### config.mk
export PLATFORM = sky130hd
export DESIGN_NAME = solver_stop_criterion_monitor
export DESIGN_NICKNAME = d
export VERILOG_FILES = /design/src/sv/ssc_pkg.sv /design/src/sv/solver_stop_criterion_monitor.sv /design/src/sv/ssc_cfg_regs.sv /design/src/sv/ssc_chan_test.sv
export SDC_FILE = /design/constraint.sdc
export NUM_CORES = 2
export LEC_CHECK = 0
export ABC_AREA = 1
export BUFFER_PORTS_ARGS = -buffer_cell sky130_fd_sc_hd__buf_2
export CAP_MARGIN = 40
export CORE_UTILIZATION = 55
export DETAILED_ROUTE_END_ITERATION = 8
export MAX_ROUTING_LAYER = met4
export PLACE_DENSITY = 0.74
export SKIP_CTS_REPAIR_TIMING = 1
export SLEW_MARGIN = 20
export SYNTH_ARGS = -nofsm -noshare
export SYNTH_HDL_FRONTEND = slang
export SYNTH_SLANG_ARGS = --single-unit
### constraint.sdc
create_clock -name clk -period 3.49 [get_ports clk]
set_input_delay 0.349 -clock clk [delete_from_list [all_inputs] [get_ports clk]]
set_output_delay 0.349 -clock clk [all_outputs]
set_load 0.01 [all_outputs]
### src/sv/ssc_pkg.sv
// Shared constants, register codes and types of the solver stop-criterion monitor.
package ssc_pkg;

  // Word widths of the value channels and the step counter
  localparam int VALUE_WIDTH = 48;
  localparam int COUNT_WIDTH = 16;
  localparam int CNT_W       = COUNT_WIDTH + 1;

  // Criteria
  localparam int NUM_CRIT = 13;
  localparam int CRIT_W   = 4;
  localparam logic [CRIT_W-1:0] CRIT_NONE = CRIT_W'(NUM_CRIT);

  // Base index of each channel's six tests in the hit vector
  localparam int LOAD_BASE  = 1;
  localparam int STATE_BASE = 7;
  localparam int CHAN_TESTS = 6;

  // Step counts from which the history tests may look back
  localparam logic [CNT_W-1:0] MIN_STEPS_SIGN = CNT_W'(2);
  localparam logic [CNT_W-1:0] MIN_STEPS_EXT  = CNT_W'(3);
  localparam logic [CNT_W-1:0] CNT_CAP        = {1'b1, {COUNT_WIDTH{1'b0}}};

  // Stream payload widths, padded to whole bytes
  localparam int IN_TDATA_W  = ((2 * VALUE_WIDTH + 7) / 8) * 8;
  localparam int OUT_TDATA_W = ((1 + CRIT_W + 7) / 8) * 8;

  // Configuration port
  localparam int CFG_DATA_W = 64;
  localparam int CFG_ADDR_W = 6;
  localparam int REG_IDX_W  = 3;

  localparam logic [REG_IDX_W-1:0] REG_ENABLE_MASK      = 3'd0;
  localparam logic [REG_IDX_W-1:0] REG_STEP_LIMIT       = 3'd1;
  localparam logic [REG_IDX_W-1:0] REG_LOAD_LOW_LIMIT   = 3'd2;
  localparam logic [REG_IDX_W-1:0] REG_LOAD_HIGH_LIMIT  = 3'd3;
  localparam logic [REG_IDX_W-1:0] REG_STATE_LOW_LIMIT  = 3'd4;
  localparam logic [REG_IDX_W-1:0] REG_STATE_HIGH_LIMIT = 3'd5;

  // Extreme words standing in for minus and plus infinity
  localparam logic [VALUE_WIDTH-1:0] VALUE_MOST_NEG = {1'b1, {(VALUE_WIDTH-1){1'b0}}};
  localparam logic [VALUE_WIDTH-1:0] VALUE_MOST_POS = {1'b0, {(VALUE_WIDTH-1){1'b1}}};

  typedef struct packed {
    logic [NUM_CRIT-1:0]           enable_mask;
    logic [COUNT_WIDTH-1:0]        step_limit;
    logic signed [VALUE_WIDTH-1:0] load_low_limit;
    logic signed [VALUE_WIDTH-1:0] load_high_limit;
    logic signed [VALUE_WIDTH-1:0] state_low_limit;
    logic signed [VALUE_WIDTH-1:0] state_high_limit;
  } cfg_t;

  // Step-count gates shared by both channels
  typedef struct packed {
    logic ge2;
    logic ge3;
  } cnt_gate_t;

endpackage

### src/sv/solver_stop_criterion_monitor.sv
// Top level of the solver stop-criterion monitor: stream stages, step counter, priority pick.
//
// One input item per finished solver step enters on the in_ channel; tdata holds the
// load value and the watched state value, both signed Q24.24. For every item exactly
// one result leaves on the out_ channel with the stop flag and the index of the first
// criterion that fired (13 when none did).
// An accepted item passes first into the input register; once the result register is
// free, the comparisons and the priority pick are loaded into the result register.
// Throughput is one item per cycle while out_tready is high; the input register and the
// result register each hold an item, so the block keeps accepting while a result waits.
// When the receiver stalls, the result is held, the input register fills, and
// in_tready drops only once both are occupied.
// The cfg_ port is an APB-style port with 64-bit data; register i lies at byte
// address 8*i. Write it only while the block is empty.
// Synchronous reset clears the step count, both histories and the stages, and loads
// the registers with their reset values: only criterion zero enabled, the largest
// step limit and the most negative and most positive value limits.
module solver_stop_criterion_monitor (
  input  logic                               clk,
  input  logic                               rst_n,
  // tdata: [47:0] load_value, [95:48] state_value
  input  logic [ssc_pkg::IN_TDATA_W-1:0]     in_tdata,
  input  logic                               in_tvalid,
  output logic                               in_tready,
  // tdata: [0] stop_flag, [4:1] criterion, [7:5] zero
  output logic [ssc_pkg::OUT_TDATA_W-1:0]    out_tdata,
  output logic                               out_tvalid,
  input  logic                               out_tready,
  input  logic                               cfg_psel,
  input  logic                               cfg_penable,
  input  logic                               cfg_pwrite,
  input  logic [ssc_pkg::CFG_ADDR_W-1:0]     cfg_paddr,
  input  logic [ssc_pkg::CFG_DATA_W-1:0]     cfg_pwdata,
  output logic [ssc_pkg::CFG_DATA_W-1:0]     cfg_prdata,
  output logic                               cfg_pready
);
  import ssc_pkg::*;

  cfg_t                          cfg;
  logic                          in_vld_r;
  logic signed [VALUE_WIDTH-1:0] in_load_r;
  logic signed [VALUE_WIDTH-1:0] in_state_r;
  logic                          out_vld_r;
  logic                          out_stop_r;
  logic [CRIT_W-1:0]             out_crit_r;
  logic [CNT_W-1:0]              count_r;
  logic [CNT_W-1:0]              count_nxt;
  logic                          out_free;
  logic                          advance;
  cnt_gate_t                     gate;
  logic [NUM_CRIT-1:0]           hits;
  logic [NUM_CRIT-1:0]           enabled;
  logic [NUM_CRIT-1:0]           fired;
  logic [CRIT_W-1:0]             crit;

  ssc_cfg_regs u_cfg (
    .clk         (clk),
    .rst_n       (rst_n),
    .cfg_psel    (cfg_psel),
    .cfg_penable (cfg_penable),
    .cfg_pwrite  (cfg_pwrite),
    .cfg_paddr   (cfg_paddr),
    .cfg_pwdata  (cfg_pwdata),
    .cfg_prdata  (cfg_prdata),
    .cfg_pready  (cfg_pready),
    .cfg         (cfg)
  );

  // Handshake: the stage moves on whenever the result register is free
  assign out_free  = !out_vld_r || out_tready;
  assign advance   = in_vld_r && out_free;
  assign in_tready = !in_vld_r || out_free;

  // Hold the accepted item
  always_ff @(posedge clk) begin
    if (!rst_n) begin
      in_vld_r <= 1'b0;
    end else if (in_tready) begin
      in_vld_r <= in_tvalid;
    end
  end

  always_ff @(posedge clk) begin
    if (in_tvalid && in_tready) begin
      in_load_r  <= in_tdata[VALUE_WIDTH-1:0];
      in_state_r <= in_tdata[2*VALUE_WIDTH-1:VALUE_WIDTH];
    end
  end

  // Saturating step count, including the item under test
  assign count_nxt = (count_r < CNT_CAP) ? count_r + CNT_W'(1) : count_r;
  assign gate.ge2  = count_nxt >= MIN_STEPS_SIGN;
  assign gate.ge3  = count_nxt >= MIN_STEPS_EXT;

  always_ff @(posedge clk) begin
    if (!rst_n) begin
      count_r <= '0;
    end else if (advance) begin
      count_r <= count_nxt;
    end
  end

  assign hits[0] = count_nxt > {1'b0, cfg.step_limit};

  ssc_chan_test u_load (
    .clk        (clk),
    .rst_n      (rst_n),
    .advance    (advance),
    .cur        (in_load_r),
    .low_limit  (cfg.load_low_limit),
    .high_limit (cfg.load_high_limit),
    .gate       (gate),
    .hits       (hits[LOAD_BASE +: CHAN_TESTS])
  );

  ssc_chan_test u_state (
    .clk        (clk),
    .rst_n      (rst_n),
    .advance    (advance),
    .cur        (in_state_r),
    .low_limit  (cfg.state_low_limit),
    .high_limit (cfg.state_high_limit),
    .gate       (gate),
    .hits       (hits[STATE_BASE +: CHAN_TESTS])
  );

  // Criterion zero is always active; pick the lowest firing index
  assign enabled = {cfg.enable_mask[NUM_CRIT-1:1], 1'b1};
  assign fired   = hits & enabled;

  always_comb begin
    crit = CRIT_NONE;
    for (int i = NUM_CRIT - 1; i >= 0; i--) begin
      if (fired[i]) begin
        crit = CRIT_W'(i);
      end
    end
  end

  // Result register
  always_ff @(posedge clk) begin
    if (!rst_n) begin
      out_vld_r <= 1'b0;
    end else if (out_free) begin
      out_vld_r <= in_vld_r;
    end
  end

  always_ff @(posedge clk) begin
    if (advance) begin
      out_stop_r <= |fired;
      out_crit_r <= crit;
    end
  end

  assign out_tvalid = out_vld_r;
  assign out_tdata  = OUT_TDATA_W'({out_crit_r, out_stop_r});

endmodule

### src/sv/ssc_cfg_regs.sv
// Configuration register file with APB-style write and read access.
module ssc_cfg_regs (
  input  logic                               clk,
  input  logic                               rst_n,
  input  logic                               cfg_psel,
  input  logic                               cfg_penable,
  input  logic                               cfg_pwrite,
  input  logic [ssc_pkg::CFG_ADDR_W-1:0]     cfg_paddr,
  input  logic [ssc_pkg::CFG_DATA_W-1:0]     cfg_pwdata,
  output logic [ssc_pkg::CFG_DATA_W-1:0]     cfg_prdata,
  output logic                               cfg_pready,
  output ssc_pkg::cfg_t                      cfg
);
  import ssc_pkg::*;

  cfg_t                 cfg_r;
  cfg_t                 cfg_nxt;
  logic                 wr_en;
  logic [REG_IDX_W-1:0] reg_idx;

  assign cfg_pready = 1'b1;
  assign wr_en      = cfg_psel & cfg_penable & cfg_pwrite;
  assign reg_idx    = cfg_paddr[CFG_ADDR_W-1:CFG_ADDR_W-REG_IDX_W];
  assign cfg        = cfg_r;

  // Decode the write; unknown indexes leave everything as it is
  always_comb begin
    cfg_nxt = cfg_r;
    if (wr_en) begin
      unique case (reg_idx)
        REG_ENABLE_MASK:      cfg_nxt.enable_mask      = cfg_pwdata[NUM_CRIT-1:0];
        REG_STEP_LIMIT:       cfg_nxt.step_limit       = cfg_pwdata[COUNT_WIDTH-1:0];
        REG_LOAD_LOW_LIMIT:   cfg_nxt.load_low_limit   = cfg_pwdata[VALUE_WIDTH-1:0];
        REG_LOAD_HIGH_LIMIT:  cfg_nxt.load_high_limit  = cfg_pwdata[VALUE_WIDTH-1:0];
        REG_STATE_LOW_LIMIT:  cfg_nxt.state_low_limit  = cfg_pwdata[VALUE_WIDTH-1:0];
        REG_STATE_HIGH_LIMIT: cfg_nxt.state_high_limit = cfg_pwdata[VALUE_WIDTH-1:0];
        default: ;
      endcase
    end
  end

  always_ff @(posedge clk) begin
    if (!rst_n) begin
      cfg_r.enable_mask      <= NUM_CRIT'(1);
      cfg_r.step_limit       <= {COUNT_WIDTH{1'b1}};
      cfg_r.load_low_limit   <= VALUE_MOST_NEG;
      cfg_r.load_high_limit  <= VALUE_MOST_POS;
      cfg_r.state_low_limit  <= VALUE_MOST_NEG;
      cfg_r.state_high_limit <= VALUE_MOST_POS;
    end else begin
      cfg_r <= cfg_nxt;
    end
  end

  // Return the addressed register, zero extended
  always_comb begin
    unique case (reg_idx)
      REG_ENABLE_MASK:      cfg_prdata = CFG_DATA_W'(cfg_r.enable_mask);
      REG_STEP_LIMIT:       cfg_prdata = CFG_DATA_W'(cfg_r.step_limit);
      REG_LOAD_LOW_LIMIT:   cfg_prdata = CFG_DATA_W'(unsigned'(cfg_r.load_low_limit));
      REG_LOAD_HIGH_LIMIT:  cfg_prdata = CFG_DATA_W'(unsigned'(cfg_r.load_high_limit));
      REG_STATE_LOW_LIMIT:  cfg_prdata = CFG_DATA_W'(unsigned'(cfg_r.state_low_limit));
      REG_STATE_HIGH_LIMIT: cfg_prdata = CFG_DATA_W'(unsigned'(cfg_r.state_high_limit));
      default:              cfg_prdata = '0;
    endcase
  end

endmodule

### src/sv/ssc_chan_test.sv
// Two-deep history and the six stop tests of one value channel.
module ssc_chan_test (
  input  logic                                  clk,
  input  logic                                  rst_n,
  input  logic                                  advance,
  input  logic signed [ssc_pkg::VALUE_WIDTH-1:0] cur,
  input  logic signed [ssc_pkg::VALUE_WIDTH-1:0] low_limit,
  input  logic signed [ssc_pkg::VALUE_WIDTH-1:0] high_limit,
  input  ssc_pkg::cnt_gate_t                    gate,
  output logic [ssc_pkg::CHAN_TESTS-1:0]        hits
);
  import ssc_pkg::*;

  logic signed [VALUE_WIDTH-1:0] p1_r;
  logic signed [VALUE_WIDTH-1:0] p2_r;
  logic                          cur_neg;
  logic                          cur_pos;
  logic                          p1_neg;
  logic                          p1_pos;

  assign cur_neg = cur[VALUE_WIDTH-1];
  assign cur_pos = !cur[VALUE_WIDTH-1] && (cur != '0);
  assign p1_neg  = p1_r[VALUE_WIDTH-1];
  assign p1_pos  = !p1_r[VALUE_WIDTH-1] && (p1_r != '0);

  // Limits, local extremes and sign changes, lowest bit first
  assign hits[0] = cur < low_limit;
  assign hits[1] = cur > high_limit;
  assign hits[2] = gate.ge3 && (p1_r < p2_r) && (p1_r < cur);
  assign hits[3] = gate.ge3 && (p1_r > p2_r) && (p1_r > cur);
  assign hits[4] = gate.ge2 && cur_neg && p1_pos;
  assign hits[5] = gate.ge2 && cur_pos && p1_neg;

  // Shift the history once the item has been tested
  always_ff @(posedge clk) begin
    if (!rst_n) begin
      p1_r <= '0;
      p2_r <= '0;
    end else if (advance) begin
      p2_r <= p1_r;
      p1_r <= cur;
    end
  end

endmodule
==> summary.md <==
| Metric | Value |
|---|---|
| P&R area growth vs syn | `15.2%` |
| Placed Area | `31500 sq um` |
| WL per Instance | `18.0 microns` |
| Chip width | `235 microns` |
| Num Clock Sinks | `533` |
| DP Worst Slack | `0.452 ns` |
| Met3 WL | `6.04 mm` |
| Final period util | `89.2%` |
| Layout Nets | `4538` |
| Status | `finished, violations left` |
| Largest net degree at the start of global routing | `221` |
| Yosys top cell by area | `dfxtp_1` |
| Top Ports | `248` |
| Top sig layer | `met4` |
| Post-synth EDFFs | `101` |
| Post-synthesis sequential area ratio | `39.0%` |
| Initial Util | `55.6%` |
| Final setup violation count | `0` |
| Cell family with most CP delay | `simple AND/OR/NAND/NOR gates` |
| GP Congestion | `0.961` |
| CP endpoint kind | `flop` |
| Slowest CP cell | `edfxtp_1` |
| Crit-path cells | `inv_1 -> ha_1 -> nand2_1 -> inv_1 -> nand3_1 -> nor3_1 -> nand3_1 -> nor3_1 -> nand4_1 -> nand3_1 -> nor2_1 -> inv_1 -> nor2_1 -> nor2_1 -> nand2_1 -> nor2_2 -> nand2_1` |
| Ranking of synthesized cells by area | `dfxtp_1, ha_1, edfxtp_1` |
| Final Hold Fails | `10` |
| Fmax | `0.321 GHz` |
| Worst Path Buf+Inv | `3` |
| FF+latch count, synth | `533` |
| Met2 wire len | `37.4 mm` |
| Full die area | `55400 sq um` |
| Hold_ws | `-0.0179 ns` |
| RSZ-0062 raised after global routing | `no` |
| Critical Path Start Type | `flop` |
| ANT nets after route | `0` |
| Cell area after synthesis | `29900 sq um` |
| Vias per inst | `5.67` |
| PnR Total Power | `15.3 mW` |
| Vias in the first global route | `24300` |
| Hpwl dp | `61.0 mm` |
| Critical Path AT | `3.50 ns` |
| Vias | `26800` |
| Fin Setup TNS | `0 ns` |
| Share of layout cells above drive strength 1 | `9.24%` |
| Leakage power | `16.1 nW` |
| Core area | `53800 sq um` |
| Syn_area_per_cell | `8.01 sq um` |
| Max-Cap Viols | `0` |
| Final-layout fill cell count | `4646` |
| Synthesis warning total | `0` |
| Clock Latency Late Sink | `0.63 ns` |
| Clock root cell | `clkbuf_16` |
| Crit path kind | `flop to flop` |
| Reg clk slew, reported paths | `0.06 ns` |
| Gr ovfl total | `0` |
| Die Ht | `235 microns` |
| Clock skew | `0.0133 ns` |
| WP data required | `3.87 ns` |
| CP peak stage delay | `0.40 ns` |
| Wl on met1 | `38.5 mm` |
| Post-route setup slack | `0.375 ns` |
| Initial DRC count | `2373` |
| Port Buffer Count | `208` |
| H-Tree Depth | `2` |
| VDD IR-drop max | `0.380 mV` |
| Most common cell in the netlist | `inv_1` |
| Post-route DRC | `0` |
| Initial antenna violation count | `15` |
| Failing checks | `hold timing` |
| DR pass1 iterations | `6` |
| Design Area, Final | `34500 sq um` |
| Share of the synthesized area in the top cell type | `28.9%` |
| CTS tree | `yes` |
| Non-Filler Instances | `4726` |
| Slew @ Worst Pin | `0.911 ns` |
| Ys flop type | `dfxtp_1` |
| Power Dens Cells | `444 nW/um^2` |
| Class of the worst hold path | `input port to flop` |
| Routed WL | `85.3 mm` |
| Max clock buf depth | `3` |
| Max-slew violation count | `0` |
| Cells after synthesis | `3739` |
| Worst-path fanout max | `4` |
| Total CTS buffers | `57` |
| Most common library cells after synthesis | `inv_1, a21oi_1, nand2_1` |
| Inst Count DP | `4509` |
| First-pass GRT wire length | `132 mm` |
| Gr usage total | `30.7%` |
| Num rows | `85` |
| Min Tclk post-route | `3.11 ns` |
| Async SR Flop Fraction | `0%` |
| Yosys cell types | `49` |
| Relative slew slack | `39.3%` |
[layout make-up]
type                       count  area, sq um  share of cell area [%]
multi-input combinational   2481        15500                    44.9
sequential                   533        11700                    33.9
timing repair buffer         332         2320                    6.74
clock inverter                19          141                   0.410
clock buffer                  86         1820                    5.28
tap                          696          871                    2.53
antenna                       15         37.5                   0.109
inverter                     564         2120                    6.15
[metrics by stage]
stage | util, % | hold slack [ns]
6_report | 64.1 | -0.0179
5_1_grt | 64.1 | 0.00380
4_1_cts | 62.2 | -0.132
3_5_place_dp | 58.6 | 0.452
3_3_place_gp | 58.5 | 0.446
2_1_floorplan | - | 0.429
[registers in the layout, indices dropped and copies added, names as in the netlist]
signal        count
u_load.p1_r      48
out_tvalid        1
in_load_r        48
in_vld_r          1
u_cfg.cfg       221
in_state_r       48
u_load.p2_r      48
out_crit_r        4
count_r          17
u_state.p2_r     48
u_state.p1_r     48
out_stop_r        1
[where the power goes]
part	switching [mW]	internal, mW	leakage [nW]
Sequential	0.269	6.56	4.51
Clock	2.66	3.68	0.970
Combinational	1.33	0.825	10.6
[cell families after synthesis]
group	share of synthesized area, %
xor gates and xnor gates	0.0878
adders and majority gates	16.6
DFF	39.0
other	0.0251
and+or+nand+nor	12.9
buffers and inverters	9.60
AOI/OAI and AO/OA	21.8
[worst paths after layout]
path | cells past startpoint | start | to | slack [ns]
setup / recovery | 17 | in_load_r[47]$_DFFE_PP_ | out_stop_r$_DFFE_PP_ | 0.38
hold / removal | 3 | cfg_pwdata[37] | u_cfg.cfg[133]$_SDFFE_PN1P_ | -0.02
setup reg to reg | 17 | in_load_r[47]$_DFFE_PP_ | out_stop_r$_DFFE_PP_ | 0.38
hold reg to reg | 2 | u_state.p2_r[13]$_SDFFE_PN0P_ | u_state.p2_r[13]$_SDFFE_PN0P_ | 0.46
[placed cells by master, fill, tap and decap left out, types with 40 or more instances in the layout]
cell	count
a21oi_1	539
buf_2	207
clkbuf_16	66
dfxtp_1	432
dlygate4sd3_1	97
edfxtp_1	101
ha_1	396
inv_1	557
nand2_1	475
nand3_1	76
nand4_1	66
nor2_1	140
nor4_1	47
o211ai_1	77
o21ai_0	426
o221ai_1	40
[per-layer routing]
layer / vias to the layer above / global-route usage, %
li1: 13400 / -
met1: 12400 / 41.9
met2: 850 / 45.3
met3: 181 / 4.15
met4: 0 / 13.3
met5: - / -
[worst min-delay path, cell delays in order]
cell and delay, ns:
buf_2 0.11, nand2_1 0.05, o211ai_1 0.06
Power figures use the tool's default switching activity.
